<file path="src/hdl/jdt_pkg.sv">
// shared types, codes and helpers of the jtag debug transport
package jdt_pkg;

   localparam int unsigned DATA_W       = 64;
   localparam int unsigned LEN_W        = 7;
   localparam int unsigned IR_W         = 5;
   localparam int unsigned ABITS_W      = 5;
   localparam int unsigned DM_ADDR_W    = 30;
   localparam int unsigned DM_DATA_W    = 32;
   localparam int unsigned DMI_RESULT_W = DM_DATA_W + 2;
   localparam int unsigned CSR_ADDR_W   = 3;
   localparam int unsigned CSR_DATA_W   = 32;

   localparam logic [IR_W-1:0] IR_IDCODE = 5'h01;
   localparam logic [IR_W-1:0] IR_DTMCS  = 5'h10;
   localparam logic [IR_W-1:0] IR_DMI    = 5'h11;
   localparam logic [IR_W-1:0] IR_BYPASS = 5'h1f;

   localparam logic [1:0] DMI_OP_NOP   = 2'd0;
   localparam logic [1:0] DMI_OP_READ  = 2'd1;
   localparam logic [1:0] DMI_OP_WRITE = 2'd2;

   localparam logic [1:0] DMI_STATUS_OK     = 2'd0;
   localparam logic [1:0] DMI_STATUS_FAILED = 2'd2;

   localparam logic CSR_ADDRESS_BITS = 1'b0;
   localparam logic CSR_ID_CODE      = 1'b1;

   localparam logic [ABITS_W-1:0]   ABITS_RESET   = 5'd7;
   localparam logic [DM_DATA_W-1:0] ID_CODE_RESET = 32'hdeadbeef;
   localparam logic [ABITS_W-1:0]   ABITS_MIN     = 5'd1;
   localparam logic [ABITS_W-1:0]   ABITS_MAX     = 5'd30;
   localparam logic [LEN_W-1:0]     LEN_WORD      = 7'd32;
   localparam logic [LEN_W-1:0]     LEN_DMI_FIXED = 7'd34;
   localparam logic [LEN_W-1:0]     LEN_BYPASS    = 7'd1;
   localparam logic [LEN_W-1:0]     LEN_MAX       = 7'd64;
   localparam int unsigned          DTMCS_BUSY_BIT  = 18;
   localparam int unsigned          DTMCS_ABITS_LSB = 4;

   typedef enum logic [3:0] {
      TAP_RESET      = 4'd0,
      TAP_IDLE       = 4'd1,
      TAP_SELECT_DR  = 4'd2,
      TAP_CAPTURE_DR = 4'd3,
      TAP_SHIFT_DR   = 4'd4,
      TAP_EXIT1_DR   = 4'd5,
      TAP_PAUSE_DR   = 4'd6,
      TAP_EXIT2_DR   = 4'd7,
      TAP_UPDATE_DR  = 4'd8,
      TAP_SELECT_IR  = 4'd9,
      TAP_CAPTURE_IR = 4'd10,
      TAP_SHIFT_IR   = 4'd11,
      TAP_EXIT1_IR   = 4'd12,
      TAP_PAUSE_IR   = 4'd13,
      TAP_EXIT2_IR   = 4'd14,
      TAP_UPDATE_IR  = 4'd15
   } tap_state_type;

   typedef struct packed {
      logic [ABITS_W-1:0]   address_bits;
      logic [DM_DATA_W-1:0] id_code;
   } cfg_type;

   typedef struct packed {
      logic                 tck;
      logic                 tms;
      logic                 tdi;
      logic [DM_DATA_W-1:0] dm_read_data;
      logic                 dm_ok;
   } item_type;

   typedef struct packed {
      logic                 tdo;
      tap_state_type        tap_state;
      logic                 dmi_req_valid;
      logic                 dmi_req_write;
      logic [DM_ADDR_W-1:0] dmi_req_addr;
      logic [DM_DATA_W-1:0] dmi_req_data;
   } result_type;

   function automatic tap_state_type tap_next(input tap_state_type cur, input logic tms);
      tap_state_type nxt;
      case (cur)
         TAP_RESET:      nxt = tms ? TAP_RESET     : TAP_IDLE;
         TAP_IDLE:       nxt = tms ? TAP_SELECT_DR : TAP_IDLE;
         TAP_SELECT_DR:  nxt = tms ? TAP_SELECT_IR : TAP_CAPTURE_DR;
         TAP_CAPTURE_DR: nxt = tms ? TAP_EXIT1_DR  : TAP_SHIFT_DR;
         TAP_SHIFT_DR:   nxt = tms ? TAP_EXIT1_DR  : TAP_SHIFT_DR;
         TAP_EXIT1_DR:   nxt = tms ? TAP_UPDATE_DR : TAP_PAUSE_DR;
         TAP_PAUSE_DR:   nxt = tms ? TAP_EXIT2_DR  : TAP_PAUSE_DR;
         TAP_EXIT2_DR:   nxt = tms ? TAP_UPDATE_DR : TAP_SHIFT_DR;
         TAP_UPDATE_DR:  nxt = tms ? TAP_SELECT_DR : TAP_IDLE;
         TAP_SELECT_IR:  nxt = tms ? TAP_RESET     : TAP_CAPTURE_IR;
         TAP_CAPTURE_IR: nxt = tms ? TAP_EXIT1_IR  : TAP_SHIFT_IR;
         TAP_SHIFT_IR:   nxt = tms ? TAP_EXIT1_IR  : TAP_SHIFT_IR;
         TAP_EXIT1_IR:   nxt = tms ? TAP_UPDATE_IR : TAP_PAUSE_IR;
         TAP_PAUSE_IR:   nxt = tms ? TAP_EXIT2_IR  : TAP_PAUSE_IR;
         TAP_EXIT2_IR:   nxt = tms ? TAP_UPDATE_IR : TAP_SHIFT_IR;
         TAP_UPDATE_IR:  nxt = tms ? TAP_SELECT_DR : TAP_IDLE;
         default:        nxt = TAP_RESET;
      endcase
      return nxt;
   endfunction

   function automatic logic [ABITS_W-1:0] eff_abits(input logic [ABITS_W-1:0] raw);
      logic [ABITS_W-1:0] a;
      a = raw;
      if (raw < ABITS_MIN) begin
         a = ABITS_MIN;
      end else if (raw > ABITS_MAX) begin
         a = ABITS_MAX;
      end
      return a;
   endfunction

endpackage

</file>
<file path="src/hdl/jtag_debug_transport_core.sv">
// top level of the jtag debug transport: item handshake, result register and csr port
// Each req item is one sample of the JTAG pins (tck, tms, tdi) together with the debug
// module's reply to any request issued by that same sample. The TAP state, scan
// registers and DMI decode advance in the cycle the item is accepted and the result
// item is registered, so one item is taken every clock cycle;
// the only limit is the result register, which accepts a new item whenever it is empty
// or being read in the same cycle. Registers: address_bits at byte 0, id_code at byte 4.
module jtag_debug_transport_core (
   input  logic                                clock,
   input  logic                                reset,
   input  logic                                req_valid,
   output logic                                req_ready,
   input  logic                                req_tck,
   input  logic                                req_tms,
   input  logic                                req_tdi,
   input  logic [jdt_pkg::DM_DATA_W-1:0]       req_dm_read_data,
   input  logic                                req_dm_ok,
   output logic                                rsp_valid,
   input  logic                                rsp_ready,
   output logic                                rsp_tdo,
   output logic [3:0]                          rsp_tap_state,
   output logic                                rsp_dmi_req_valid,
   output logic                                rsp_dmi_req_write,
   output logic [jdt_pkg::DM_ADDR_W-1:0]       rsp_dmi_req_addr,
   output logic [jdt_pkg::DM_DATA_W-1:0]       rsp_dmi_req_data,
   input  logic                                psel,
   input  logic                                penable,
   input  logic                                pwrite,
   input  logic [jdt_pkg::CSR_ADDR_W-1:0]      paddr,
   input  logic [jdt_pkg::CSR_DATA_W-1:0]      pwdata,
   output logic [jdt_pkg::CSR_DATA_W-1:0]      prdata,
   output logic                                pready
);

   jdt_pkg::cfg_type    cfg;
   jdt_pkg::item_type   item;
   jdt_pkg::result_type result;
   jdt_pkg::result_type rsp_ff;
   logic                rsp_valid_ff, rsp_valid_in;
   logic                accept;

   assign req_ready = !rsp_valid_ff || rsp_ready;
   assign accept    = req_valid && req_ready;

   assign item.tck          = req_tck;
   assign item.tms          = req_tms;
   assign item.tdi          = req_tdi;
   assign item.dm_read_data = req_dm_read_data;
   assign item.dm_ok        = req_dm_ok;

   jdt_csr u_csr (
      .clock   (clock),
      .reset   (reset),
      .psel    (psel),
      .penable (penable),
      .pwrite  (pwrite),
      .paddr   (paddr),
      .pwdata  (pwdata),
      .prdata  (prdata),
      .pready  (pready),
      .cfg     (cfg)
   );

   jdt_core u_core (
      .clock  (clock),
      .reset  (reset),
      .step   (accept),
      .item   (item),
      .cfg    (cfg),
      .result (result)
   );

   always_comb begin
      rsp_valid_in = rsp_valid_ff;
      if (accept) begin
         rsp_valid_in = 1'b1;
      end else if (rsp_ready) begin
         rsp_valid_in = 1'b0;
      end
   end

   always_ff @(posedge clock) begin
      if (reset) begin
         rsp_valid_ff <= 1'b0;
      end else begin
         rsp_valid_ff <= rsp_valid_in;
      end
   end

   // result payload, loaded with each accepted item
   always_ff @(posedge clock) begin
      if (accept) begin
         rsp_ff <= result;
      end
   end

   assign rsp_valid         = rsp_valid_ff;
   assign rsp_tdo           = rsp_ff.tdo;
   assign rsp_tap_state     = rsp_ff.tap_state;
   assign rsp_dmi_req_valid = rsp_ff.dmi_req_valid;
   assign rsp_dmi_req_write = rsp_ff.dmi_req_write;
   assign rsp_dmi_req_addr  = rsp_ff.dmi_req_addr;
   assign rsp_dmi_req_data  = rsp_ff.dmi_req_data;

endmodule

</file>
<file path="src/hdl/jdt_csr.sv">
// configuration registers behind the apb-style port
module jdt_csr (
   input  logic                               clock,
   input  logic                               reset,
   input  logic                               psel,
   input  logic                               penable,
   input  logic                               pwrite,
   input  logic [jdt_pkg::CSR_ADDR_W-1:0]     paddr,
   input  logic [jdt_pkg::CSR_DATA_W-1:0]     pwdata,
   output logic [jdt_pkg::CSR_DATA_W-1:0]     prdata,
   output logic                               pready,
   output jdt_pkg::cfg_type                   cfg
);

   logic [jdt_pkg::ABITS_W-1:0]   address_bits_ff, address_bits_in;
   logic [jdt_pkg::DM_DATA_W-1:0] id_code_ff, id_code_in;
   logic                          wr_en;
   logic                          reg_sel;

   assign pready  = 1'b1;
   assign wr_en   = psel & penable & pwrite;
   assign reg_sel = paddr[2];

   always_comb begin
      address_bits_in = address_bits_ff;
      id_code_in      = id_code_ff;
      if (wr_en) begin
         case (reg_sel)
            jdt_pkg::CSR_ADDRESS_BITS: address_bits_in = pwdata[jdt_pkg::ABITS_W-1:0];
            jdt_pkg::CSR_ID_CODE:      id_code_in      = pwdata;
            default:                   address_bits_in = address_bits_ff;
         endcase
      end
   end

   always_comb begin
      case (reg_sel)
         jdt_pkg::CSR_ADDRESS_BITS: prdata = {{(jdt_pkg::CSR_DATA_W-jdt_pkg::ABITS_W){1'b0}},
                                              address_bits_ff};
         jdt_pkg::CSR_ID_CODE:      prdata = id_code_ff;
         default:                   prdata = '0;
      endcase
   end

   always_ff @(posedge clock) begin
      if (reset) begin
         address_bits_ff <= jdt_pkg::ABITS_RESET;
         id_code_ff      <= jdt_pkg::ID_CODE_RESET;
      end else begin
         address_bits_ff <= address_bits_in;
         id_code_ff      <= id_code_in;
      end
   end

   assign cfg.address_bits = address_bits_ff;
   assign cfg.id_code      = id_code_ff;

endmodule

</file>
<file path="src/hdl/jdt_core.sv">
// tap controller, scan registers and dmi request decode
module jdt_core (
   input  logic                 clock,
   input  logic                 reset,
   input  logic                 step,
   input  jdt_pkg::item_type    item,
   input  jdt_pkg::cfg_type     cfg,
   output jdt_pkg::result_type  result
);

   logic                             last_tck_ff, last_tck_in;
   logic                             last_tms_ff, last_tms_in;
   logic                             last_tdi_ff, last_tdi_in;
   logic                             tdo_ff, tdo_in;
   jdt_pkg::tap_state_type           tap_state_ff, tap_state_in;
   logic [jdt_pkg::IR_W-1:0]         instr_ff, instr_in;
   logic [jdt_pkg::DATA_W-1:0]       data_shift_ff, data_shift_in;
   logic [jdt_pkg::LEN_W-1:0]        data_length_ff, data_length_in;
   logic [jdt_pkg::DMI_RESULT_W-1:0] dmi_result_ff, dmi_result_in;
   logic                             busy_ff, busy_in;

   logic [jdt_pkg::ABITS_W-1:0]      abits;
   logic [5:0]                       ins_idx;
   logic [jdt_pkg::LEN_W-1:0]        len_m1;
   logic [jdt_pkg::DM_ADDR_W:0]      addr_mask;
   logic [jdt_pkg::DM_ADDR_W-1:0]    scan_addr;
   logic [1:0]                       dm_status;

   always_comb begin
      abits     = jdt_pkg::eff_abits(cfg.address_bits);
      len_m1    = data_length_ff - 7'd1;
      if (data_length_ff == '0) begin
         ins_idx = '0;
      end else if (data_length_ff > jdt_pkg::LEN_MAX) begin
         ins_idx = 6'd63;
      end else begin
         ins_idx = len_m1[5:0];
      end
      addr_mask = ({{jdt_pkg::DM_ADDR_W{1'b0}}, 1'b1} << abits) - 31'd1;
      scan_addr = data_shift_ff[jdt_pkg::DATA_W-1:jdt_pkg::DMI_RESULT_W]
                  & addr_mask[jdt_pkg::DM_ADDR_W-1:0];
      dm_status = item.dm_ok ? jdt_pkg::DMI_STATUS_OK : jdt_pkg::DMI_STATUS_FAILED;

      last_tck_in    = last_tck_ff;
      last_tms_in    = last_tms_ff;
      last_tdi_in    = last_tdi_ff;
      tdo_in         = tdo_ff;
      tap_state_in   = tap_state_ff;
      instr_in       = instr_ff;
      data_shift_in  = data_shift_ff;
      data_length_in = data_length_ff;
      dmi_result_in  = dmi_result_ff;
      busy_in        = busy_ff;

      result.dmi_req_valid = 1'b0;
      result.dmi_req_write = 1'b0;
      result.dmi_req_addr  = '0;
      result.dmi_req_data  = '0;

      if (step) begin
         if (!last_tck_ff && item.tck) begin
            // rising tck: shift with the kept tdi, advance with the kept tms
            if (tap_state_ff == jdt_pkg::TAP_SHIFT_DR) begin
               data_shift_in = (data_shift_ff >> 1)
                               | ({{(jdt_pkg::DATA_W-1){1'b0}}, last_tdi_ff} << ins_idx);
            end else if (tap_state_ff == jdt_pkg::TAP_SHIFT_IR) begin
               instr_in = {last_tdi_ff, instr_ff[jdt_pkg::IR_W-1:1]};
            end
            tap_state_in = jdt_pkg::tap_next(tap_state_ff, last_tms_ff);
         end else if (last_tck_ff && !item.tck) begin
            case (tap_state_ff)
               jdt_pkg::TAP_CAPTURE_DR: begin
                  case (instr_ff)
                     jdt_pkg::IR_IDCODE: begin
                        data_shift_in  = {32'd0, cfg.id_code};
                        data_length_in = jdt_pkg::LEN_WORD;
                     end
                     jdt_pkg::IR_DTMCS: begin
                        data_shift_in  = '0;
                        data_shift_in[jdt_pkg::DTMCS_BUSY_BIT] = busy_ff;
                        data_shift_in[jdt_pkg::DTMCS_ABITS_LSB +: jdt_pkg::ABITS_W] = abits;
                        data_shift_in[0] = 1'b1;
                        data_length_in = jdt_pkg::LEN_WORD;
                     end
                     jdt_pkg::IR_DMI: begin
                        data_shift_in  = {{(jdt_pkg::DATA_W-jdt_pkg::DMI_RESULT_W){1'b0}},
                                          dmi_result_ff};
                        data_length_in = {2'b00, abits} + jdt_pkg::LEN_DMI_FIXED;
                     end
                     default: begin
                        data_shift_in  = '0;
                        data_length_in = jdt_pkg::LEN_BYPASS;
                     end
                  endcase
               end
               jdt_pkg::TAP_UPDATE_DR: begin
                  if (instr_ff == jdt_pkg::IR_DMI) begin
                     case (data_shift_ff[1:0])
                        jdt_pkg::DMI_OP_READ: begin
                           result.dmi_req_valid = 1'b1;
                           result.dmi_req_addr  = scan_addr;
                           dmi_result_in        = {item.dm_read_data, dm_status};
                           busy_in              = !item.dm_ok;
                        end
                        jdt_pkg::DMI_OP_WRITE: begin
                           result.dmi_req_valid = 1'b1;
                           result.dmi_req_write = 1'b1;
                           result.dmi_req_addr  = scan_addr;
                           result.dmi_req_data  = data_shift_ff[jdt_pkg::DMI_RESULT_W-1:2];
                           dmi_result_in        = {32'd0, dm_status};
                           busy_in              = !item.dm_ok;
                        end
                        default: begin
                           // nop and reserved op clear the result and busy flag
                           dmi_result_in = '0;
                           busy_in       = 1'b0;
                        end
                     endcase
                  end
               end
               jdt_pkg::TAP_SHIFT_DR: tdo_in = data_shift_ff[0];
               jdt_pkg::TAP_SHIFT_IR: tdo_in = instr_ff[0];
               default:               tdo_in = tdo_ff;
            endcase
         end
         last_tck_in = item.tck;
         last_tms_in = item.tms;
         last_tdi_in = item.tdi;
      end

      result.tdo       = tdo_in;
      result.tap_state = tap_state_in;
   end

   always_ff @(posedge clock) begin
      if (reset) begin
         last_tck_ff    <= 1'b0;
         last_tms_ff    <= 1'b0;
         last_tdi_ff    <= 1'b0;
         tdo_ff         <= 1'b0;
         tap_state_ff   <= jdt_pkg::TAP_RESET;
         instr_ff       <= jdt_pkg::IR_IDCODE;
         data_shift_ff  <= '0;
         data_length_ff <= jdt_pkg::LEN_BYPASS;
         dmi_result_ff  <= '0;
         busy_ff        <= 1'b0;
      end else begin
         last_tck_ff    <= last_tck_in;
         last_tms_ff    <= last_tms_in;
         last_tdi_ff    <= last_tdi_in;
         tdo_ff         <= tdo_in;
         tap_state_ff   <= tap_state_in;
         instr_ff       <= instr_in;
         data_shift_ff  <= data_shift_in;
         data_length_ff <= data_length_in;
         dmi_result_ff  <= dmi_result_in;
         busy_ff        <= busy_in;
      end
   end

endmodule

</file>
<file path="config.mk">
export PLATFORM = sky130hd
export DESIGN_NAME = jtag_debug_transport_core
export DESIGN_NICKNAME = d
export VERILOG_FILES = /design/src/hdl/jdt_pkg.sv /design/src/hdl/jtag_debug_transport_core.sv /design/src/hdl/jdt_csr.sv /design/src/hdl/jdt_core.sv
export SDC_FILE = /design/constraint.sdc
export NUM_CORES = 1
export LEC_CHECK = 0
export CORE_MARGIN = 5
export CORE_UTILIZATION = 54
export CTS_CLUSTER_SIZE = 16
export DETAILED_ROUTE_END_ITERATION = 16
export DONT_BUFFER_PORTS = 1
export MAX_ROUTING_LAYER = met4
export PLACE_DENSITY = 0.69
export SETUP_SLACK_MARGIN = 0.05
export SLEW_MARGIN = 40
export SYNTH_ARGS = -nofsm -noshare
export SYNTH_HDL_FRONTEND = slang
export SYNTH_SLANG_ARGS = --single-unit
</file>
<file path="constraint.sdc">
create_clock -name clock -period 3.8 [get_ports clock]
set_input_delay 0.38 -clock clock [delete_from_list [all_inputs] [get_ports clock]]
set_output_delay 0.38 -clock clock [all_outputs]
set_load 0.03 [all_outputs]
</file>
# == Yosys cells after proc, flatten, opt, wreduce, memory -nomap -nowiden ==
# Cells that the tools add are included.
# totals
ff_bits,226
elab_cells,124
inputBits,78
out_inout_bits,104
# op_classes
n_reduce_logical,27
muxes,37
shifts,2
addsub,3
n_lt_le_gt_ge,3
n_bitwise,12
eq_ne,21
# ops
operator,n
64-bit two-way mux,4
34-bit case mux with 3 select lines,1
34-bit case mux with 2 select lines,1
63-bit by 64-bit bitwise OR with 64-bit output,1
32-bit case mux with 2 select lines,1
1-bit by 6-bit << shifter with 64-bit output,1
4-bit case mux with 12 select lines,1
"4-bit == test, second input constant",8
30-bit bitwise AND,1
"1-bit by 5-bit << shifter with 30-bit output, first input constant",1
"30-bit by 1-bit subtractor with 30-bit output, second input constant",1
4-bit two-way mux,6
"4-bit by 3-bit == test with 1-bit output, second input constant",4
7-bit case mux with 2 select lines,1
6-bit two-way mux,2
4-bit AND reduction,3
1-bit two-way mux,11
"5-bit == test, second input constant",2
5-bit two-way mux,2
5-bit OR reduction,2
"4-bit by 2-bit == test with 1-bit output, second input constant",2
2-bit two-way mux,4
1-bit NOT,8
2-bit OR reduction,4
23 further kinds,33

# == Depth between registers and ports, before layout ==
# logic_depth
ltp_word,7
ltp_mapped,14
mapped_depth_nobuf,12

# == Cells and area by module ==
# From an unflattened synthesis, not the netlist that was laid out.
# hier_totals
cells_unflattened,1271
area_unflattened_um2,11502.3
# modules_own_cells
module,n_inst,area_per_inst_um2,cells_each,seq_area_each_um2
jdt_core,1,7584.8,1002,2362.3
jtag_debug_transport_core,1,2127.0,74,2092.0
jdt_csr,1,1790.5,195,740.7

# == Least setup slack after synthesis ==
# No wires, ideal clock.
# synth_path
path_kind,flip-flop to flip-flop
from,register u_csr.address_bits_ff[2] (netlist name)
to,"register rsp_ff, in the netlist rsp_dmi_req_addr[14], data pin"
required_ns,3.545
setup_time_ns,0.255
synth_period_minus_slack_ns,3.177
setup_slack_ns,0.623
stages_incl_launch_ff,15
path_buffers,2
arrival_ns,2.922
path_cell_list,dfxtp_1 > clkbuf_1 > clkbuf_1 > inv_1 > ha_1 > or3b_2 > a21oi_1 > o21ai_0 > or3_1 > ha_1 > inv_1 > a311oi_1 > o21a_1 > xnor2_1 > and3_1
# synth_via
elab_chain_cells,6
word_cells_on_any_way,7
cone_classes,add/sub: 1; order compare: 2; shift: 1; mux: 2; bitwise: 1
# synth_rtl
item,line_no,source
"start, declared",jdt_csr.sv:15,"logic [jdt_pkg::ABITS_W-1:0] address_bits_ff, address_bits_in;"
"start signal, assigned",jdt_csr.sv:47,address_bits_ff <= jdt_pkg::ABITS_RESET;
"start signal, assigned",jdt_csr.sv:50,address_bits_ff <= address_bits_in;
5-bit > comparator,jdt_pkg.sv:110,end else if (raw > ABITS_MAX) begin
5-bit two-way mux,jdt_pkg.sv:110,
5-bit two-way mux *,jdt_pkg.sv:108,if (raw < ABITS_MIN) begin
1-bit by 5-bit << shifter with 30-bit output *,jdt_core.sv:39,"addr_mask = ({{jdt_pkg::DM_ADDR_W{1'b0}}, 1'b1} << abits) - 31'd1;"
30-bit by 1-bit subtractor with 30-bit output *,jdt_core.sv:39,
30-bit bitwise AND *,jdt_core.sv:41,& addr_mask[jdt_pkg::DM_ADDR_W-1:0];
"end signal, assigned",jtag_debug_transport_core.sv:93,rsp_ff <= result;
"end, declared",jtag_debug_transport_core.sv:38,jdt_pkg::result_type rsp_ff;
# Every way passes the cells marked *; elsewhere a longest branch is shown, timed or not.
# A chain may end at the register's enable or synchronous reset.

# == Final worst setup path ==
# layout_path
from,register u_csr.address_bits_ff[0] (netlist name)
to,"register rsp_ff, in the netlist rsp_dmi_req_addr[14], data pin"
# The elaborated chain is that of the path after synthesis.

==> impl_results.rst <==
.. list-table::
   :header-rows: 1

   * - Metric
     - Value
   * - Class of the tightest hold or removal check
     - input pin to flop
   * - Total congestion overflow
     - 0
   * - Buffer levels on the longest clock path
     - 3
   * - Antenna viol nets, final
     - 0
   * - FF-to-FF setup slack
     - 620 ps
   * - Data arrival time of the worst path
     - 3450 ps
   * - Yosys warnings
     - 0
   * - Global-route usage over all layers
     - 29.1%
   * - Crit path from
     - u_csr.address_bits_ff[0]
   * - Global-route wire length before repair
     - 54000 um
   * - Kind of start point of the critical path
     - flop
   * - Final layout net count
     - 1400
   * - Clock latency reported for the late side of the worst-skew pair
     - 530 ps
   * - Static power due to leakage
     - 4.37 nW
   * - DRC Markers
     - 0
   * - CP max-delay cell
     - dfxtp_1
   * - Setup skew after layout
     - 15.3 ps
   * - Number of diodes
     - 0
   * - Number of DRC markers in iteration 0
     - 1063
   * - Number of nets produced by synthesis
     - 1390
   * - Number of buffer cells added on primary ports
     - 0
   * - Largest fanout on the critical path
     - 20
   * - Kind of critical path
     - flop to flop
   * - Hold_ws
     - 10.4 ps
   * - Total count of hold-check failures in the final report
     - 0
   * - CP cell instances
     - or3b_2 > a21oi_1 > o21ai_0 > or3_1 > ha_1 > inv_1 > a311oi_1 > o21a_1 > xnor2_1 > and3_1
   * - Slew Limit Headroom
     - 48.4%
   * - Transition time at the pin with the least slew margin
     - 768 ps
   * - Filler Cells Inserted
     - 1735
   * - Core Region
     - 20300 sq um
   * - Post-cts resize count
     - 0
   * - Clk root buf
     - clkbuf_16
   * - Via total after detailed routing
     - 10100
   * - Number of setup violations in the final report
     - 0
   * - # IOs
     - 182
   * - Total negative slack
     - 0 ps
   * - GP Congestion
     - 0.931
   * - Commonest cells in the synthesized netlist
     - nand2_1, dfxtp_1, a21oi_1
   * - Maximum ir drop on the vdd rail
     - 287 uV
   * - Drt first pass iters
     - 6
   * - Post-synthesis cell count
     - 1304
   * - Via/cell ratio
     - 6.32
   * - Achievable clock frequency
     - 315 MHz
   * - Die outline height
     - 154 um
   * - Crit share post-route
     - 83.7%
   * - Library cell occupying the most area in the post-synthesis netlist
     - dfxtp_1
   * - Register area share after synthesis
     - 46.4%
   * - TritonCTS clock tree
     - built
   * - Area delta synth->final
     - 14.0%
   * - Startpoint of the lowest-slack register-to-register path
     - u_csr.address_bits_ff[0]
   * - Power per unit of standard cell area
     - 422 nW/um^2
   * - Top flip-flop cell by instance count after synthesis
     - dfxtp_1
   * - Minimum clock period
     - 3180 ps
   * - Wire length per cell after detailed routing
     - 22.0 um
   * - Die X-Extent
     - 154 um
   * - Kind of end point of the critical path
     - flop
   * - Number of cell rows
     - 52
   * - Unique masters post-synth
     - 77
   * - Hold Crit Depth
     - 2
   * - Average cell area after synthesis
     - 8.58 sq um
   * - Setup repair after global routing missed its margin
     - no
   * - Run status
     - finished clean
   * - Seq cells post-synth
     - 225
   * - Stage delay of the slowest cell on the critical path
     - 750 ps
   * - Maximum number of pins on one net before global-route repair
     - 100
   * - Most frequent cell after synthesis
     - nand2_1
   * - Post-synth EDFFs
     - 69
   * - Slew Limit Fails
     - 0
   * - H-tree level count
     - 1
   * - Half-perimeter wire length of the detailed placement result
     - 24000 um
   * - Initial core utilization
     - 55.1%
   * - Number of max-cap violations
     - 0
   * - Destination of the critical timing path
     - rsp_dmi_req_addr[14]
   * - Vias in the first global route
     - 9322
   * - Fraction of layout cells with a size suffix above 1
     - 8.85%
   * - Sinks on Clock Net
     - 225
   * - Worst reg2reg path endpoint
     - rsp_dmi_req_addr[14]
   * - Number of buffers inserted during clock tree synthesis
     - 25
   * - Length in cells of the worst reg-to-reg path
     - 10
   * - Ys async rst share
     - 0%
   * - Proportion of netlist area held by the largest area contributor
     - 27.9%
   * - Antenna violations before repair
     - 0
   * - Synth top area cells
     - dfxtp_1, edfxtp_1, nand2_1
   * - Overall die area
     - 23700 sq um
   * - Netlist area before placement
     - 11200 sq um
   * - Required arrival time at the worst endpoint
     - 4070 ps
   * - Drt total wl
     - 35300 um
   * - Clock-pin transition on the worst setup and hold timing paths
     - 60 ps
-- report_power, final --
part	internal (mW)	switching, mW
Combinational	0.106	0.223
Clock	1.43	0.984
Sequential	2.53	0.105
-- cells in the final DEF, fill, tap and decap left out, drive strengths merged, types with 31 or more instances in the layout --
cell type    count
and2            68
edfxtp          69
nor2            96
nand3           81
dlygate4sd3     47
a211oi          34
o21ai           53
nand2          209
dfxtp          156
clkbuf          31
a21oi          117
buf             40
nor3            33
-- registers in the layout (all words and copies together) (netlist names), 4 cells and up --
name	flops
rsp_dmi_req_addr	30
rsp_dmi_req_data	32
rsp_tap_state	4
u_core.data_length_ff	7
u_core.data_shift_ff	64
u_core.dmi_result_ff	33
u_core.instr_ff	5
u_core.tap_state_ff	4
u_csr.address_bits_ff	5
u_csr.id_code_ff	32
-- logic make-up after synthesis --
kind of cell | share of synthesized area, %
adders and majority gates | 0.984
AOI/OAI and AO/OA | 17.6
buffers and inverters | 4.47
xor gates and xnor gates | 1.02
muxes | 3.03
and+or+nand+nor | 26.4
other | 0.0335
DFF | 46.4
-- critical path, delay by kind of cell (launching register included) --
| family | cells | cell delay, ps |
|---|---|---|
| buf+inv | 1 | 70 |
| simple gates | 3 | 650 |
| flops | 1 | 750 |
| compound gates | 4 | 1180 |
| xor+xnor | 1 | 110 |
| fa+ha+maj | 1 | 170 |
-- how the worst min path moves through the flow --
stage / to / from / slack [ps]
2_1_floorplan: u_core.dmi_result_ff[5] / u_core.dmi_result_ff[5] / 430
3_3_place_gp: u_core.dmi_result_ff[1] / u_core.dmi_result_ff[1] / 430
3_5_place_dp: u_core.dmi_result_ff[20] / u_core.dmi_result_ff[20] / 430
4_1_cts: u_csr.id_code_ff[1] / pwdata[1] / 0.03
5_1_grt: u_core.dmi_result_ff[3] / req_dm_read_data[1] / 2
6_report: u_csr.id_code_ff[4] / pwdata[4] / 10
-- layer usage --
metal | share of wire, % | global-route usage [%]
met5 | 0 | -
met1 | 42 | 41.3
met3 | 12 | 7.81
met2 | 43 | 41.7
met4 | 2.1 | 6.81
-- layout make-up --
class / count / area (sq um) / area share, %
well taps: 270 / 338 / 2.65
clock buffers: 31 / 658 / 5.16
clock inverters: 15 / 153 / 1.20
inverters: 21 / 78.8 / 0.618
multi-input cells: 954 / 5530 / 43.4
flip-flops and latches: 225 / 5190 / 40.7
repair buffers: 87 / 803 / 6.30
-- metrics by stage --
| step | total power [mW] | setup slack (ps) | utilization, % | instance area (sq um) | cells |
|---|---|---|---|---|---|
| floorplan | 2.88 | 623 | - | 11200 | 1304 |
| global placement | 2.94 | 696 | 56.2 | 11400 | 1508 |
| detailed placement | 2.94 | 657 | 56.3 | 11400 | 1508 |
| CTS | 5.40 | 667 | 62.8 | 12700 | 1602 |
| global route | 5.53 | 397 | 62.8 | 12800 | 1603 |
| finish | 5.38 | 621 | 62.8 | 12800 | 1603 |
-- repair_timing --
| action | 4_1_cts | 5_1_grt |
|---|---|---|
| hold buffers | 48 | 0 |
| setup buffers | 0 | 0 |
| endpoints found under the hold margin | 123 | 0 |
(Power assumes the default switching activity.)
